## src/rtl/bulk_vector_record_parser_macros.svh

```systemverilog
// Assertion macros for the bulk vector record parser.
// Expects clk_i and rst_ni in the scope where a macro is used.
`ifndef BULK_VECTOR_RECORD_PARSER_MACROS_SVH
`define BULK_VECTOR_RECORD_PARSER_MACROS_SVH

// same-cycle implication
`define BVRP_ASSERT_IMP(lbl, ante, cons, msg) \
  lbl: assert property (@(posedge clk_i) disable iff (!rst_ni) (ante) |-> (cons)) \
    else $error(msg);

// next-cycle implication
`define BVRP_ASSERT_NXT(lbl, ante, cons, msg) \
  lbl: assert property (@(posedge clk_i) disable iff (!rst_ni) (ante) |=> (cons)) \
    else $error(msg);

`endif

```

## src/rtl/bvrp_pkg.sv

```systemverilog
// Shared types and constants of the bulk vector record parser.
// No dependencies.
`timescale 1ns / 1ps
`default_nettype none

package bvrp_pkg;

  localparam int unsigned HEADER_BYTES = 16;
  localparam int unsigned BATCH_CAP_DEF = 1048576;
  localparam int unsigned LENGTH_BITS_DEF = 40;
  localparam int unsigned QDEPTH = 4;

  // body tag, byte 0 first
  localparam logic [7:0] TAG_BYTES [4] = '{8'h56, 8'h46, 8'h42, 8'h31};

  localparam logic [15:0] EXP_DIM_RST = 16'd1;
  localparam logic [20:0] BATCH_LIM_RST = 21'd1024;
  localparam logic [63:0] RSV_ID_RST = '1;

  typedef enum logic [1:0] {
    CFG_EXPECTED_DIM = 2'd0,
    CFG_BATCH_LIMIT  = 2'd1,
    CFG_RESERVED_ID  = 2'd2
  } cfg_reg_e;

  typedef enum logic [1:0] {
    KIND_ID     = 2'd0,
    KIND_FLOAT  = 2'd1,
    KIND_STATUS = 2'd2
  } kind_e;

  typedef enum logic [2:0] {
    ST_OK       = 3'd0,
    ST_BAD_HDR  = 3'd1,
    ST_DIM      = 3'd2,
    ST_LIMIT    = 3'd3,
    ST_LENGTH   = 3'd4,
    ST_RESERVED = 3'd5
  } status_e;

  typedef struct packed {
    logic [7:0] byte_value;
    logic       final_byte;
  } in_t;

  typedef struct packed {
    logic [1:0]  kind;
    logic [63:0] word;
    logic [35:0] position;
    logic [2:0]  status;
    logic [19:0] bad_record;
    logic [63:0] record_count;
    logic        run_end;
  } out_t;

  // everything one byte produces: an optional data result and an optional status
  typedef struct packed {
    logic        data_v;
    kind_e       kind;
    logic [63:0] word;
    logic [35:0] position;
    logic        fin_v;
    status_e     status;
    logic [19:0] bad_record;
    logic [63:0] record_count;
  } entry_t;

  typedef struct packed {
    logic [15:0] expected_dim;
    logic [20:0] batch_limit;
    logic [63:0] reserved_id;
  } cfg_t;

endpackage

`default_nettype wire

```

## src/rtl/bvrp_front.sv

```systemverilog
// Front end: parses the byte stream, checks the header, assembles words.
// Depends on bvrp_pkg.
`timescale 1ns / 1ps
`default_nettype none

module bvrp_front #(
  parameter int unsigned BATCH_CAP   = bvrp_pkg::BATCH_CAP_DEF,
  parameter int unsigned LENGTH_BITS = bvrp_pkg::LENGTH_BITS_DEF
) (
  input  wire logic            clk_i,
  input  wire logic            rst_ni,
  input  wire bvrp_pkg::cfg_t  cfg_i,
  input  wire logic            accept_i,
  input  wire bvrp_pkg::in_t   in_i,
  output logic                 push_o,
  output bvrp_pkg::entry_t     entry_o
);

  localparam int unsigned LB = LENGTH_BITS;
  localparam int unsigned CW = $clog2(BATCH_CAP + 1);
  localparam int unsigned EW = CW + 4;
  localparam logic [LB-1:0] CNT_MAX = '1;
  localparam logic [63:0] CNT_MAX64 = 64'(CNT_MAX);

  logic [LB-1:0]   cnt_q, cnt_d;
  logic            magic_ok_q, magic_ok_d;
  logic [31:0]     dim_q, dim_d;
  logic [63:0]     count_q, count_d;
  logic [LB-1:0]   exp_len_q, exp_len_d;
  logic [EW-1:0]   ids_end_q, ids_end_d;
  logic [63:0]     asm_q, asm_d;
  bvrp_pkg::status_e perr_q, perr_d;
  logic [19:0]     bad_q, bad_d;

  logic [LB-1:0]   pos;
  logic [7:0]      b;
  logic            hdr_err;
  logic [CW-1:0]   cnt_field;
  logic [CW+15:0]  prod;
  logic [63:0]     len64;
  logic [LB-1:0]   id_off, fl_off;
  logic            data_v;
  bvrp_pkg::kind_e data_kind;
  logic [63:0]     data_word;
  logic [35:0]     data_pos;
  bvrp_pkg::status_e fin_st;

  assign pos = cnt_q;
  assign b = in_i.byte_value;
  assign hdr_err = (perr_q == bvrp_pkg::ST_BAD_HDR) || (perr_q == bvrp_pkg::ST_DIM) ||
                   (perr_q == bvrp_pkg::ST_LIMIT);

  assign cnt_field = count_d[CW-1:0];
  assign prod = (CW + 16)'(cnt_field) * (CW + 16)'(cfg_i.expected_dim);
  assign len64 = 64'(bvrp_pkg::HEADER_BYTES) + (64'(cnt_field) << 3) + (64'(prod) << 2);
  assign id_off = pos - LB'(bvrp_pkg::HEADER_BYTES);
  assign fl_off = pos - LB'(ids_end_q);

  always_comb begin
    magic_ok_d = magic_ok_q;
    dim_d      = dim_q;
    count_d    = count_q;
    exp_len_d  = exp_len_q;
    ids_end_d  = ids_end_q;
    asm_d      = asm_q;
    perr_d     = perr_q;
    bad_d      = bad_q;
    data_v     = 1'b0;
    data_kind  = bvrp_pkg::KIND_ID;
    data_word  = asm_q;
    data_pos   = '0;

    if (pos < LB'(4)) begin
      if (b != bvrp_pkg::TAG_BYTES[pos[1:0]]) magic_ok_d = 1'b0;
    end else if (pos < LB'(8)) begin
      dim_d[{pos[1:0], 3'b000} +: 8] = b;
    end else if (pos < LB'(bvrp_pkg::HEADER_BYTES)) begin
      count_d[{pos[2:0], 3'b000} +: 8] = b;
    end

    if (pos == LB'(bvrp_pkg::HEADER_BYTES - 1)) begin
      if (!magic_ok_d) begin
        perr_d = bvrp_pkg::ST_BAD_HDR;
      end else if (dim_d != 32'(cfg_i.expected_dim)) begin
        perr_d = bvrp_pkg::ST_DIM;
      end else if (count_d > 64'(cfg_i.batch_limit) || count_d > 64'(BATCH_CAP)) begin
        perr_d = bvrp_pkg::ST_LIMIT;
      end else begin
        exp_len_d = (len64 > CNT_MAX64) ? CNT_MAX : len64[LB-1:0];
        ids_end_d = EW'(bvrp_pkg::HEADER_BYTES) + (EW'(cnt_field) << 3);
      end
    end else if (pos >= LB'(bvrp_pkg::HEADER_BYTES) && !hdr_err) begin
      if (pos >= exp_len_q) begin
        perr_d = bvrp_pkg::ST_LENGTH;
      end else if (perr_q == bvrp_pkg::ST_OK) begin
        if (64'(pos) < 64'(ids_end_q)) begin
          if (pos[2:0] == 3'd0) asm_d = 64'(b);
          else asm_d[{pos[2:0], 3'b000} +: 8] = b;
          if (pos[2:0] == 3'd7) begin
            if (asm_d == cfg_i.reserved_id) begin
              perr_d = bvrp_pkg::ST_RESERVED;
              bad_d  = 20'(id_off >> 3);
            end else begin
              data_v    = 1'b1;
              data_kind = bvrp_pkg::KIND_ID;
              data_word = asm_d;
              data_pos  = 36'(id_off >> 3);
            end
          end
        end else begin
          if (pos[1:0] == 2'd0) asm_d = 64'(b);
          else asm_d[{1'b0, pos[1:0], 3'b000} +: 8] = b;
          if (pos[1:0] == 2'd3) begin
            data_v    = 1'b1;
            data_kind = bvrp_pkg::KIND_FLOAT;
            data_word = {32'd0, asm_d[31:0]};
            data_pos  = 36'(fl_off >> 2);
          end
        end
      end
    end

    cnt_d = (cnt_q != CNT_MAX) ? cnt_q + LB'(1) : cnt_q;

    if (pos < LB'(bvrp_pkg::HEADER_BYTES - 1)) begin
      fin_st = bvrp_pkg::ST_BAD_HDR;
    end else if (perr_d == bvrp_pkg::ST_BAD_HDR || perr_d == bvrp_pkg::ST_DIM ||
                 perr_d == bvrp_pkg::ST_LIMIT) begin
      fin_st = perr_d;
    end else if (pos >= CNT_MAX - LB'(1) ||
                 {1'b0, exp_len_d} != ({1'b0, pos} + (LB + 1)'(1))) begin
      fin_st = bvrp_pkg::ST_LENGTH;
    end else if (perr_d == bvrp_pkg::ST_RESERVED) begin
      fin_st = bvrp_pkg::ST_RESERVED;
    end else begin
      fin_st = bvrp_pkg::ST_OK;
    end
  end

  assign push_o = accept_i && (data_v || in_i.final_byte);

  always_comb begin
    entry_o.data_v       = data_v;
    entry_o.kind         = data_kind;
    entry_o.word         = data_word;
    entry_o.position     = data_pos;
    entry_o.fin_v        = in_i.final_byte;
    entry_o.status       = fin_st;
    entry_o.bad_record   = (fin_st == bvrp_pkg::ST_RESERVED) ? bad_d : 20'd0;
    entry_o.record_count = count_d;
  end

  always_ff @(posedge clk_i or negedge rst_ni) begin
    if (!rst_ni) begin
      cnt_q      <= '0;
      magic_ok_q <= 1'b1;
      dim_q      <= '0;
      count_q    <= '0;
      exp_len_q  <= '0;
      ids_end_q  <= '0;
      asm_q      <= '0;
      perr_q     <= bvrp_pkg::ST_OK;
      bad_q      <= '0;
    end else if (accept_i) begin
      if (in_i.final_byte) begin
        // body done, start over
        cnt_q      <= '0;
        magic_ok_q <= 1'b1;
        dim_q      <= '0;
        count_q    <= '0;
        exp_len_q  <= '0;
        ids_end_q  <= '0;
        asm_q      <= '0;
        perr_q     <= bvrp_pkg::ST_OK;
        bad_q      <= '0;
      end else begin
        cnt_q      <= cnt_d;
        magic_ok_q <= magic_ok_d;
        dim_q      <= dim_d;
        count_q    <= count_d;
        exp_len_q  <= exp_len_d;
        ids_end_q  <= ids_end_d;
        asm_q      <= asm_d;
        perr_q     <= perr_d;
        bad_q      <= bad_d;
      end
    end
  end

endmodule

`default_nettype wire

```

## src/rtl/bvrp_queue.sv

```systemverilog
// Small queue of per-byte result entries between front and back end.
// Depends on bvrp_pkg.
`timescale 1ns / 1ps
`default_nettype none

module bvrp_queue (
  input  wire logic              clk_i,
  input  wire logic              rst_ni,
  input  wire logic              push_i,
  input  wire bvrp_pkg::entry_t  entry_i,
  input  wire logic              pop_i,
  output bvrp_pkg::entry_t       head_o,
  output logic                   full_o,
  output logic                   empty_o
);

  localparam int unsigned AW = $clog2(bvrp_pkg::QDEPTH);

  bvrp_pkg::entry_t mem_q [bvrp_pkg::QDEPTH];
  logic [AW-1:0] wr_q, rd_q;
  logic [AW:0]   fill_q;

  assign full_o  = (fill_q == (AW + 1)'(bvrp_pkg::QDEPTH));
  assign empty_o = (fill_q == '0);
  assign head_o  = mem_q[rd_q];

  always_ff @(posedge clk_i) begin
    if (push_i) mem_q[wr_q] <= entry_i;
  end

  always_ff @(posedge clk_i or negedge rst_ni) begin
    if (!rst_ni) begin
      wr_q   <= '0;
      rd_q   <= '0;
      fill_q <= '0;
    end else begin
      if (push_i) wr_q <= wr_q + AW'(1);
      if (pop_i) rd_q <= rd_q + AW'(1);
      fill_q <= fill_q + (AW + 1)'(push_i) - (AW + 1)'(pop_i);
    end
  end

endmodule

`default_nettype wire

```

## src/rtl/bvrp_back.sv

```systemverilog
// Back end: turns each queued entry into one or two result beats.
// Depends on bvrp_pkg.
`timescale 1ns / 1ps
`default_nettype none

module bvrp_back (
  input  wire logic              clk_i,
  input  wire logic              rst_ni,
  input  wire bvrp_pkg::entry_t  head_i,
  input  wire logic              empty_i,
  output logic                   pop_o,
  output logic                   out_valid_o,
  input  wire logic              out_stall_i,
  output bvrp_pkg::out_t         out_data_o
);

  logic sent_data_q;
  logic show_data;
  logic beat;

  assign show_data   = head_i.data_v && !sent_data_q;
  assign out_valid_o = !empty_i;
  assign beat        = out_valid_o && !out_stall_i;
  // data beat of a final byte leaves the entry for its status beat
  assign pop_o       = beat && (!show_data || !head_i.fin_v);

  always_comb begin
    out_data_o.record_count = head_i.record_count;
    if (show_data) begin
      out_data_o.kind       = head_i.kind;
      out_data_o.word       = head_i.word;
      out_data_o.position   = head_i.position;
      out_data_o.status     = bvrp_pkg::ST_OK;
      out_data_o.bad_record = '0;
      out_data_o.run_end    = !head_i.fin_v;
    end else begin
      out_data_o.kind       = bvrp_pkg::KIND_STATUS;
      out_data_o.word       = '0;
      out_data_o.position   = '0;
      out_data_o.status     = head_i.status;
      out_data_o.bad_record = head_i.bad_record;
      out_data_o.run_end    = 1'b1;
    end
  end

  always_ff @(posedge clk_i or negedge rst_ni) begin
    if (!rst_ni) begin
      sent_data_q <= 1'b0;
    end else if (pop_o) begin
      sent_data_q <= 1'b0;
    end else if (beat && show_data) begin
      sent_data_q <= 1'b1;
    end
  end

endmodule

`default_nettype wire

```

## src/rtl/bulk_vector_record_parser.sv

```systemverilog
// Top level of the bulk vector record parser: config registers, front, queue, back.
// Depends on bvrp_pkg, bvrp_front, bvrp_queue, bvrp_back and the macros header.
//
//   channel | dir | handshake           | beat
//   in      | in  | in_valid_i/stall_o  | one body byte plus final flag
//   out     | out | out_valid_o/stall_i | one id, float word or status
//   cfg     | in  | cfg_valid_i/ready_o | register index and value
//
// One byte per clock while input is not stalled; the byte is parsed in the cycle it is accepted.
// A final byte that also completes a data word yields two beats, one per cycle while output is not stalled.
// A four-entry queue parts the sides; input stalls only while it is full.
// Reset returns the parser to the start of a body; registers take defaults.
`timescale 1ns / 1ps
`default_nettype none

`include "bulk_vector_record_parser_macros.svh"

module bulk_vector_record_parser #(
  parameter int unsigned BATCH_CAP   = bvrp_pkg::BATCH_CAP_DEF,
  parameter int unsigned LENGTH_BITS = bvrp_pkg::LENGTH_BITS_DEF
) (
  input  wire logic            clk_i,
  input  wire logic            rst_ni,
  input  wire logic            in_valid_i,
  output logic                 in_stall_o,
  input  wire bvrp_pkg::in_t   in_data_i,
  output logic                 out_valid_o,
  input  wire logic            out_stall_i,
  output bvrp_pkg::out_t       out_data_o,
  input  wire logic            cfg_valid_i,
  output logic                 cfg_ready_o,
  input  wire logic [1:0]      cfg_index_i,
  input  wire logic [63:0]     cfg_data_i
);

  bvrp_pkg::cfg_t   cfg_q;
  bvrp_pkg::entry_t entry, head;
  logic push, pop, full, empty, accept;
  logic out_status, data_clean, final_acc;

  assign cfg_ready_o = 1'b1;
  assign in_stall_o  = full;
  assign accept      = in_valid_i && !in_stall_o;

  always_ff @(posedge clk_i or negedge rst_ni) begin
    if (!rst_ni) begin
      cfg_q.expected_dim <= bvrp_pkg::EXP_DIM_RST;
      cfg_q.batch_limit  <= bvrp_pkg::BATCH_LIM_RST;
      cfg_q.reserved_id  <= bvrp_pkg::RSV_ID_RST;
    end else if (cfg_valid_i && cfg_ready_o) begin
      case (bvrp_pkg::cfg_reg_e'(cfg_index_i))
        bvrp_pkg::CFG_EXPECTED_DIM: cfg_q.expected_dim <= cfg_data_i[15:0];
        bvrp_pkg::CFG_BATCH_LIMIT:  cfg_q.batch_limit  <= cfg_data_i[20:0];
        bvrp_pkg::CFG_RESERVED_ID:  cfg_q.reserved_id  <= cfg_data_i;
        default: ;
      endcase
    end
  end

  bvrp_front #(
    .BATCH_CAP  (BATCH_CAP),
    .LENGTH_BITS(LENGTH_BITS)
  ) u_front (
    .clk_i   (clk_i),
    .rst_ni  (rst_ni),
    .cfg_i   (cfg_q),
    .accept_i(accept),
    .in_i    (in_data_i),
    .push_o  (push),
    .entry_o (entry)
  );

  bvrp_queue u_queue (
    .clk_i  (clk_i),
    .rst_ni (rst_ni),
    .push_i (push),
    .entry_i(entry),
    .pop_i  (pop),
    .head_o (head),
    .full_o (full),
    .empty_o(empty)
  );

  bvrp_back u_back (
    .clk_i      (clk_i),
    .rst_ni     (rst_ni),
    .head_i     (head),
    .empty_i    (empty),
    .pop_o      (pop),
    .out_valid_o(out_valid_o),
    .out_stall_i(out_stall_i),
    .out_data_o (out_data_o)
  );

  assign out_status = (out_data_o.kind == bvrp_pkg::KIND_STATUS);
  assign data_clean = (out_data_o.status == bvrp_pkg::ST_OK) && (out_data_o.bad_record == '0);
  assign final_acc  = accept && in_data_i.final_byte;

  `BVRP_ASSERT_IMP(a_status_ends_run, out_valid_o && out_status, out_data_o.run_end, "no run end")
  `BVRP_ASSERT_IMP(a_data_clean, out_valid_o && !out_status, data_clean, "data beat carries status")
  `BVRP_ASSERT_NXT(a_final_queued, final_acc, out_valid_o, "final byte left no result")

endmodule

`default_nettype wire

```

## config.mk

```make
export PLATFORM = sky130hd
export DESIGN_NAME = bulk_vector_record_parser
export DESIGN_NICKNAME = d
export VERILOG_FILES = /design/src/rtl/bvrp_pkg.sv /design/src/rtl/bvrp_front.sv /design/src/rtl/bvrp_queue.sv /design/src/rtl/bvrp_back.sv /design/src/rtl/bulk_vector_record_parser.sv
export VERILOG_INCLUDE_DIRS = /design/src /design/src/rtl
export SDC_FILE = /design/constraint.sdc
export NUM_CORES = 2
export LEC_CHECK = 0
export BUFFER_PORTS_ARGS = -buffer_cell sky130_fd_sc_hd__buf_2
export CAP_MARGIN = 20
export CORE_ASPECT_RATIO = 0.8
export CORE_MARGIN = 4
export CORE_UTILIZATION = 40
export CTS_CLUSTER_DIAMETER = 30
export CTS_CLUSTER_SIZE = 16
export DETAILED_ROUTE_END_ITERATION = 8
export PLACE_DENSITY_LB_ADDON = 0.2
export SLEW_MARGIN = 15
export SYNTH_ARGS = -nofsm -noshare
export SYNTH_HDL_FRONTEND = slang
export SYNTH_SLANG_ARGS = --single-unit
```

## constraint.sdc

```tcl
create_clock -name clk_i -period 22.8 [get_ports clk_i]
set_input_delay 1.14 -clock clk_i [delete_from_list [all_inputs] [get_ports clk_i]]
set_output_delay 1.14 -clock clk_i [all_outputs]
set_load 0.01 [all_outputs]
```

[Yosys cells after proc, flatten, opt, wreduce, memory -nomap -nowiden]
Memory sizes are Yosys's and may differ from the RTL's.
Index checks and enable logic that the tools add are counted.
Operators by class
  add/subtract/negate cells: 14
  $mul: 1
  order comparisons: 12
  equality and inequality tests: 23
  shifts and indexed selects: 6
  multiplexer cells: 103
  bitwise logic cells: 1
  reduce and logical (&&, ||, !) cells: 39
Operators with widths (count)
  $mux W64: 25
  $mux W40: 8
  $mux W36: 8
  $bwmux W64: 3
  $mux W20: 9
  $shift A8 B8 Y64 const A: 2
  $shiftx A8 B8 Y64: 2
  $mux W125: 1
  $mux W25: 5
  $mux W32: 3
  $lt A40 B4 Y1 const B: 2
  $add A64 B39 Y64: 1
  $eq A64 B64 Y1: 1
  $gt A64 B21 Y1: 1
  $gt A64 B21 Y1 const B: 1
  $gt A64 B40 Y1 const B: 1
  $add A5 B24 Y25 const A: 2
  $mux W3: 15
  $add A40 B1 Y41 const B: 1
  $ne A40 B41 Y1: 1
  $add A40 B1 Y40 const B: 1
  $eq A40 B4 Y1 const B: 1
  $ge A40 B40 Y1: 1
  $ge A40 B40 Y1 const B: 1
  other kinds (39): 103
Storage, ports and cells
  register bits after elaboration: 398
  memory bits (writable): 764
  bits of input ports: 80
  output and inout port bits: 193
  logic and storage cells: 216
  memories: 1
Memories
  u_queue.mem_q: words 4, bits a word 191, rd ports 1, clocked after Yosys merged registers in 0, wr ports 1, RTL line bvrp_queue.sv:19  | bvrp_pkg::entry_t mem_q [bvrp_pkg::QDEPTH];

[Depth between registers and ports, before layout]
  depth in word-level cells: 24
  depth in mapped cells: 50
  depth with buffers taken out: 46

[By module]
Synthesis repeated with hierarchy kept, for this count alone.
Unflattened totals
  cell total of the unflattened synthesis: 5935
  area total of the unflattened synthesis: 70332.5 sq um
By module, submodules not included
  bvrp_front: times used 1, cells each 4474, area each 36677.7 sq um, sequential area each 7158.1 sq um
  bvrp_queue: times used 1, cells each 1032, area each 28061.9 sq um, sequential area each 23117.2 sq um
  bulk_vector_record_parser: times used 1, cells each 218, area each 4176.5 sq um, sequential area each 2610.0 sq um
  bvrp_back: times used 1, cells each 211, area each 1416.4 sq um, sequential area each 25.0 sq um

[Worst setup path after synthesis]
No wires, ideal clock.
  path type: reg-to-reg
  from: register u_front.cnt_q[5]
  to: memory u_queue.mem_q[0][66] (netlist bit), data pin
  library setup time: 185 ps
  arrival: 12753 ps
  data required time: 22615 ps
  setup slack: 9862 ps
  stages on the path, launching flop included: 46
  path buffers: 6
  period minus slack after synthesis: 12938 ps
  cell sequence: dfrtp_1 > clkbuf_1 > inv_1 > ha_1 > or3b_2 > or4_1 > clkbuf_1 > clkbuf_1 > nor4_1 > mux2_2 > clkbuf_1 > buf_1 > nand2_1 > fa_1 > fa_1 > fa_1 > inv_1 > fa_1 > (+10 left out) > o21ai_0 > xor2_1 > ha_1 > a21o_1 > a21o_1 > a21oi_1 > o21ai_0 > a21oi_1 > nor4_1 > nand2_1 > or4_1 > or2_2 > a311oi_1 > o2111a_1 > nand4_2 > or4_4 > buf_6 > a211oi_2
RTL lines
  start: declaration: RTL line bvrp_front.sv:25  | logic [LB-1:0] cnt_q, cnt_d;
  start signal: assignment: RTL line bvrp_front.sv:177  | cnt_q <= cnt_d;
  end: declaration: RTL line bvrp_queue.sv:19

==> metrics.txt <==
vias=between 40,000 and 50,000; synthesis-stage register bit count=1,155; vias in the first global route=47,480; Max Used Layer=met5; sequential-to-total area share from yosys stat=between 40% and 50%; number of synthesized flops with an enable pin=760; Total GRT Usage=between 20% and 30%; multi-input combinational cell area=32,060 um2; Max Cap Violations=0; worst IR drop on VDD=about 0.08 mV; Yosys top cell area share=approximately a third; First DRT Iteration DRCs=5,602; root buf cell=clkbuf_16; largest net degree at the start of global routing=93; Core Box Area=between 150,000 and 200,000 um2; Detail Route met2 WL=just over 90,000 um; Port Buffers=between 200 and 300; yosys warns=0; Final Max Tran Viols=0; FF/Latch Area=roughly 33,000 um2; DR WL/cell=~25 um; antenna-violating nets left=0; setup repair bufs after CTS=0; CTS Buf Count=roughly 240; metal3 WL=approximately 20,000 um; Met1 Routed Length=between 90,000 and 100,000 um; CP Launch Point=u_front.cnt_q[1]; Critical Path Fanout Max=21; Final min period=15.11 ns; area leader, netlist=edfxtp_1; required time of the critical path=23.46 ns; final std cells w/o fill=about 8,600; CTS tree=yes; Layout Skew=approximately 0.1 ns; hpwl dp=152,400 um; Min Hold Slack=approximately 0.23 ns; Peak Freq=~0.066 GHz; Area contributors post-synth=edfxtp_1 34%, dfrtp_1 12%, fa_1 7.9%; clock tree buffer depth=3; Setup-failing EPs final=0; Hold-fix buffers, CTS=0; die footprint=176,000 um2; nature of the critical path endpoint=flop; Initial DRT Pass Iterations=5; FFs w/ async S/R, synth=34.20%; worst-skew pair later-pin latency=0.87 ns; Initial Utilization=40.44%; vias per cell=5.694; DRC violation count after routing=0; status=finished clean; first-pass GRT wire length=about 320,000 um; Max-slew headroom=about 23%; global route total overflow=0; Chip Height=approximately 380 um; mapped cell area=67,740 um2; Total Wirelength=215,300 um; final RePlAce weighted congestion=between 0.9 and 1; fin crit share=about two thirds; dpl cells=8,095; antenna violations before repair=14; io pins=273; CP startpoint kind=flop; P_leak=31.27 nW; Final TNS setup=0 ns; Reg clk slew, reported paths=0.06 ns; PwrDens=about 100 nW/um2; Sink Count=between 1,000 and 1,500; Yosys cell types=95; nets@finish=between 6,000 and 7,000; Chip Width=468.1 um; Crit path largest cell delay=0.83 ns; RSZ-0062 raised after global routing=no; synth-to-layout area growth=18.53%; net count after synthesis=roughly 6,400; Least-Margin Pin Slew=approximately 1.2 ns; CTS H-tree depth=4; Worst R2R Start=u_front.cnt_q[1]; HP Class=in -> async; Post-synth top flop=edfxtp_1; # resized after CTS=0; Layout fillers=14,970; Std-Cell Rows=around 130; Mean Syn Cell Area=roughly 12 um2; share of cells above drive strength 1=between 20 and 25%; Worst EP arrival=15.78 ns; Slowest cell on crit path=ha_1; Cells after Synth=~5,800; Fin. Hold Viols=0; Worst Setup Path Type=reg -> reg
-- cell usage after synthesis, types with 22 or more instances --
library cell / instances
nand2_1: 632
and2_1: 101
nand4_1: 64
a21o_1: 48
xor2_1: 87
dfstp_2: 67
a22oi_1: 30
buf_1: 56
mux4_2: 190
o21ai_0: 321
nor4_1: 50
edfxtp_1: 760
mux2_2: 117
ha_1: 233
xnor2_1: 191
a21oi_1: 224
fa_1: 267
inv_1: 439
nor3_1: 62
o31ai_1: 27
o22ai_1: 67
a22o_1: 82
nand3_1: 94
clkbuf_1: 286
dfrtp_1: 328
nor2_1: 279
nand2b_1: 42
nor2b_1: 213
a31oi_1: 22
mux2i_1: 103
and3_1: 36
o21a_1: 23
-- flip-flops by register name, summed over array words and instances, names as in the netlist, 20 cells and up --
name	flops
cfg_q	101
u_front.asm_q	64
u_front.bad_q	20
u_front.cnt_q	40
u_front.count_q	64
u_front.dim_q	32
u_front.exp_len_q	40
u_front.ids_end_q	22
u_queue.mem_q	760
-- power by group --
group | leakage [nW] | total [mW] | switching (mW) | internal, mW
Clock | 4.07 | 3.63 | 1.28 | 2.35
Combinational | 14.9 | 1.97 | 1.19 | 0.777
Sequential | 12.3 | 2.60 | 0.136 | 2.46
Total | 31.3 | 8.19 | 2.61 | 5.59
-- through the flow --
step | cell area (um2) | setup slack [ns] | utilization, % | total power, mW
3_3_place_gp | 71570 | 7.956 | 42.73 | 4.605
6_report | 80290 | 7.685 | 47.94 | 8.195
4_1_cts | 80240 | 7.776 | 47.91 | 8.260
5_1_grt | 80270 | 6.634 | 47.93 | 8.521
3_5_place_dp | 71610 | 7.872 | 42.75 | 4.614
2_1_floorplan | 67740 | 9.862 | - | 3.852
-- metal layers --
metal / global-route usage, % / up-vias
met5: 0 / -
li1: - / 21400
met1: 37.46 / 24840
met3: 5.511 / 307
met4: 6.585 / 2
met2: 33.69 / 2184
-- layout make-up --
class,instances,share of cell area [%]
diodes,8,0.02493
clock buffers,254,7.541
clock inverters,199,3.210
inverters,443,2.071
multi-input cells,3865,39.94
flip-flops and latches,1155,40.85
well taps,2244,3.497
repair buffers,390,2.870
-- logic make-up (layout without fill, tap and decap cells) --
family                     count (synthesis)  in the layout  synth area share [%]
and+or+nand+nor                         1677           1677                 12.10
DFF                                     1155           1155                 48.41
AOI/OAI and AO/OA                        996            996                 9.337
buffers and inverters                    798           1286                 4.503
adders and majority gates                500            500                 12.19
muxes                                    412            412                 9.823
xor gates and xnor gates                 279            279                 3.628
other                                      1              9              0.005536
-- layout by cell type, fill, tap and decap left out, types with 24 or more instances in the layout --
cell type	netlist	final
a21o_1	48	48
a21oi_1	224	224
a22o_1	82	82
a22oi_1	30	30
and2_1	101	97
and3_1	36	36
buf_2	5	270
buf_4	1	113
bufinv_16	0	34
clkbuf_16	0	237
clkinv_2	0	24
clkinv_4	0	26
clkinvlp_4	0	42
dfrtp_1	328	326
dfstp_2	67	67
edfxtp_1	760	760
fa_1	267	267
ha_1	233	232
inv_1	439	439
inv_6	0	31
mux2_2	117	117
mux2i_1	103	101
mux4_2	190	190
nand2_1	632	632
nand2b_1	42	39
nand3_1	94	93
nand4_1	64	64
nor2_1	279	275
nor2b_1	213	212
nor3_1	62	61
nor4_1	50	48
o21ai_0	321	317
o22ai_1	67	67
o31ai_1	27	25
xnor2_1	191	191
xor2_1	87	87
-- path summary, 6_finish.rpt --
kind,to,slack (ns),depth (start not counted)
setup / recovery,u_queue.mem_q[1][79],7.69,43
hold / removal,u_front.bad_q[13],0.23,1
setup reg to reg,u_queue.mem_q[1][79],7.69,43
hold reg to reg,u_front.bad_q[0],0.48,2
max in group asynchronous,u_front.count_q[19],19.28,4
min in group clk_i,u_front.bad_q[0],0.48,2
-- worst max-delay path, delay by kind of cell (launching register included) --
kind	cells	cell delay (ns)
and+or+nand+nor	13	5.45
adders and majority gates	9	4.55
AOI/OAI and AO/OA	12	2.66
buffers and inverters	7	1.22
DFF	1	0.64
xor gates and xnor gates	2	0.33
Note: power is estimated with default switching activity, not from simulation.
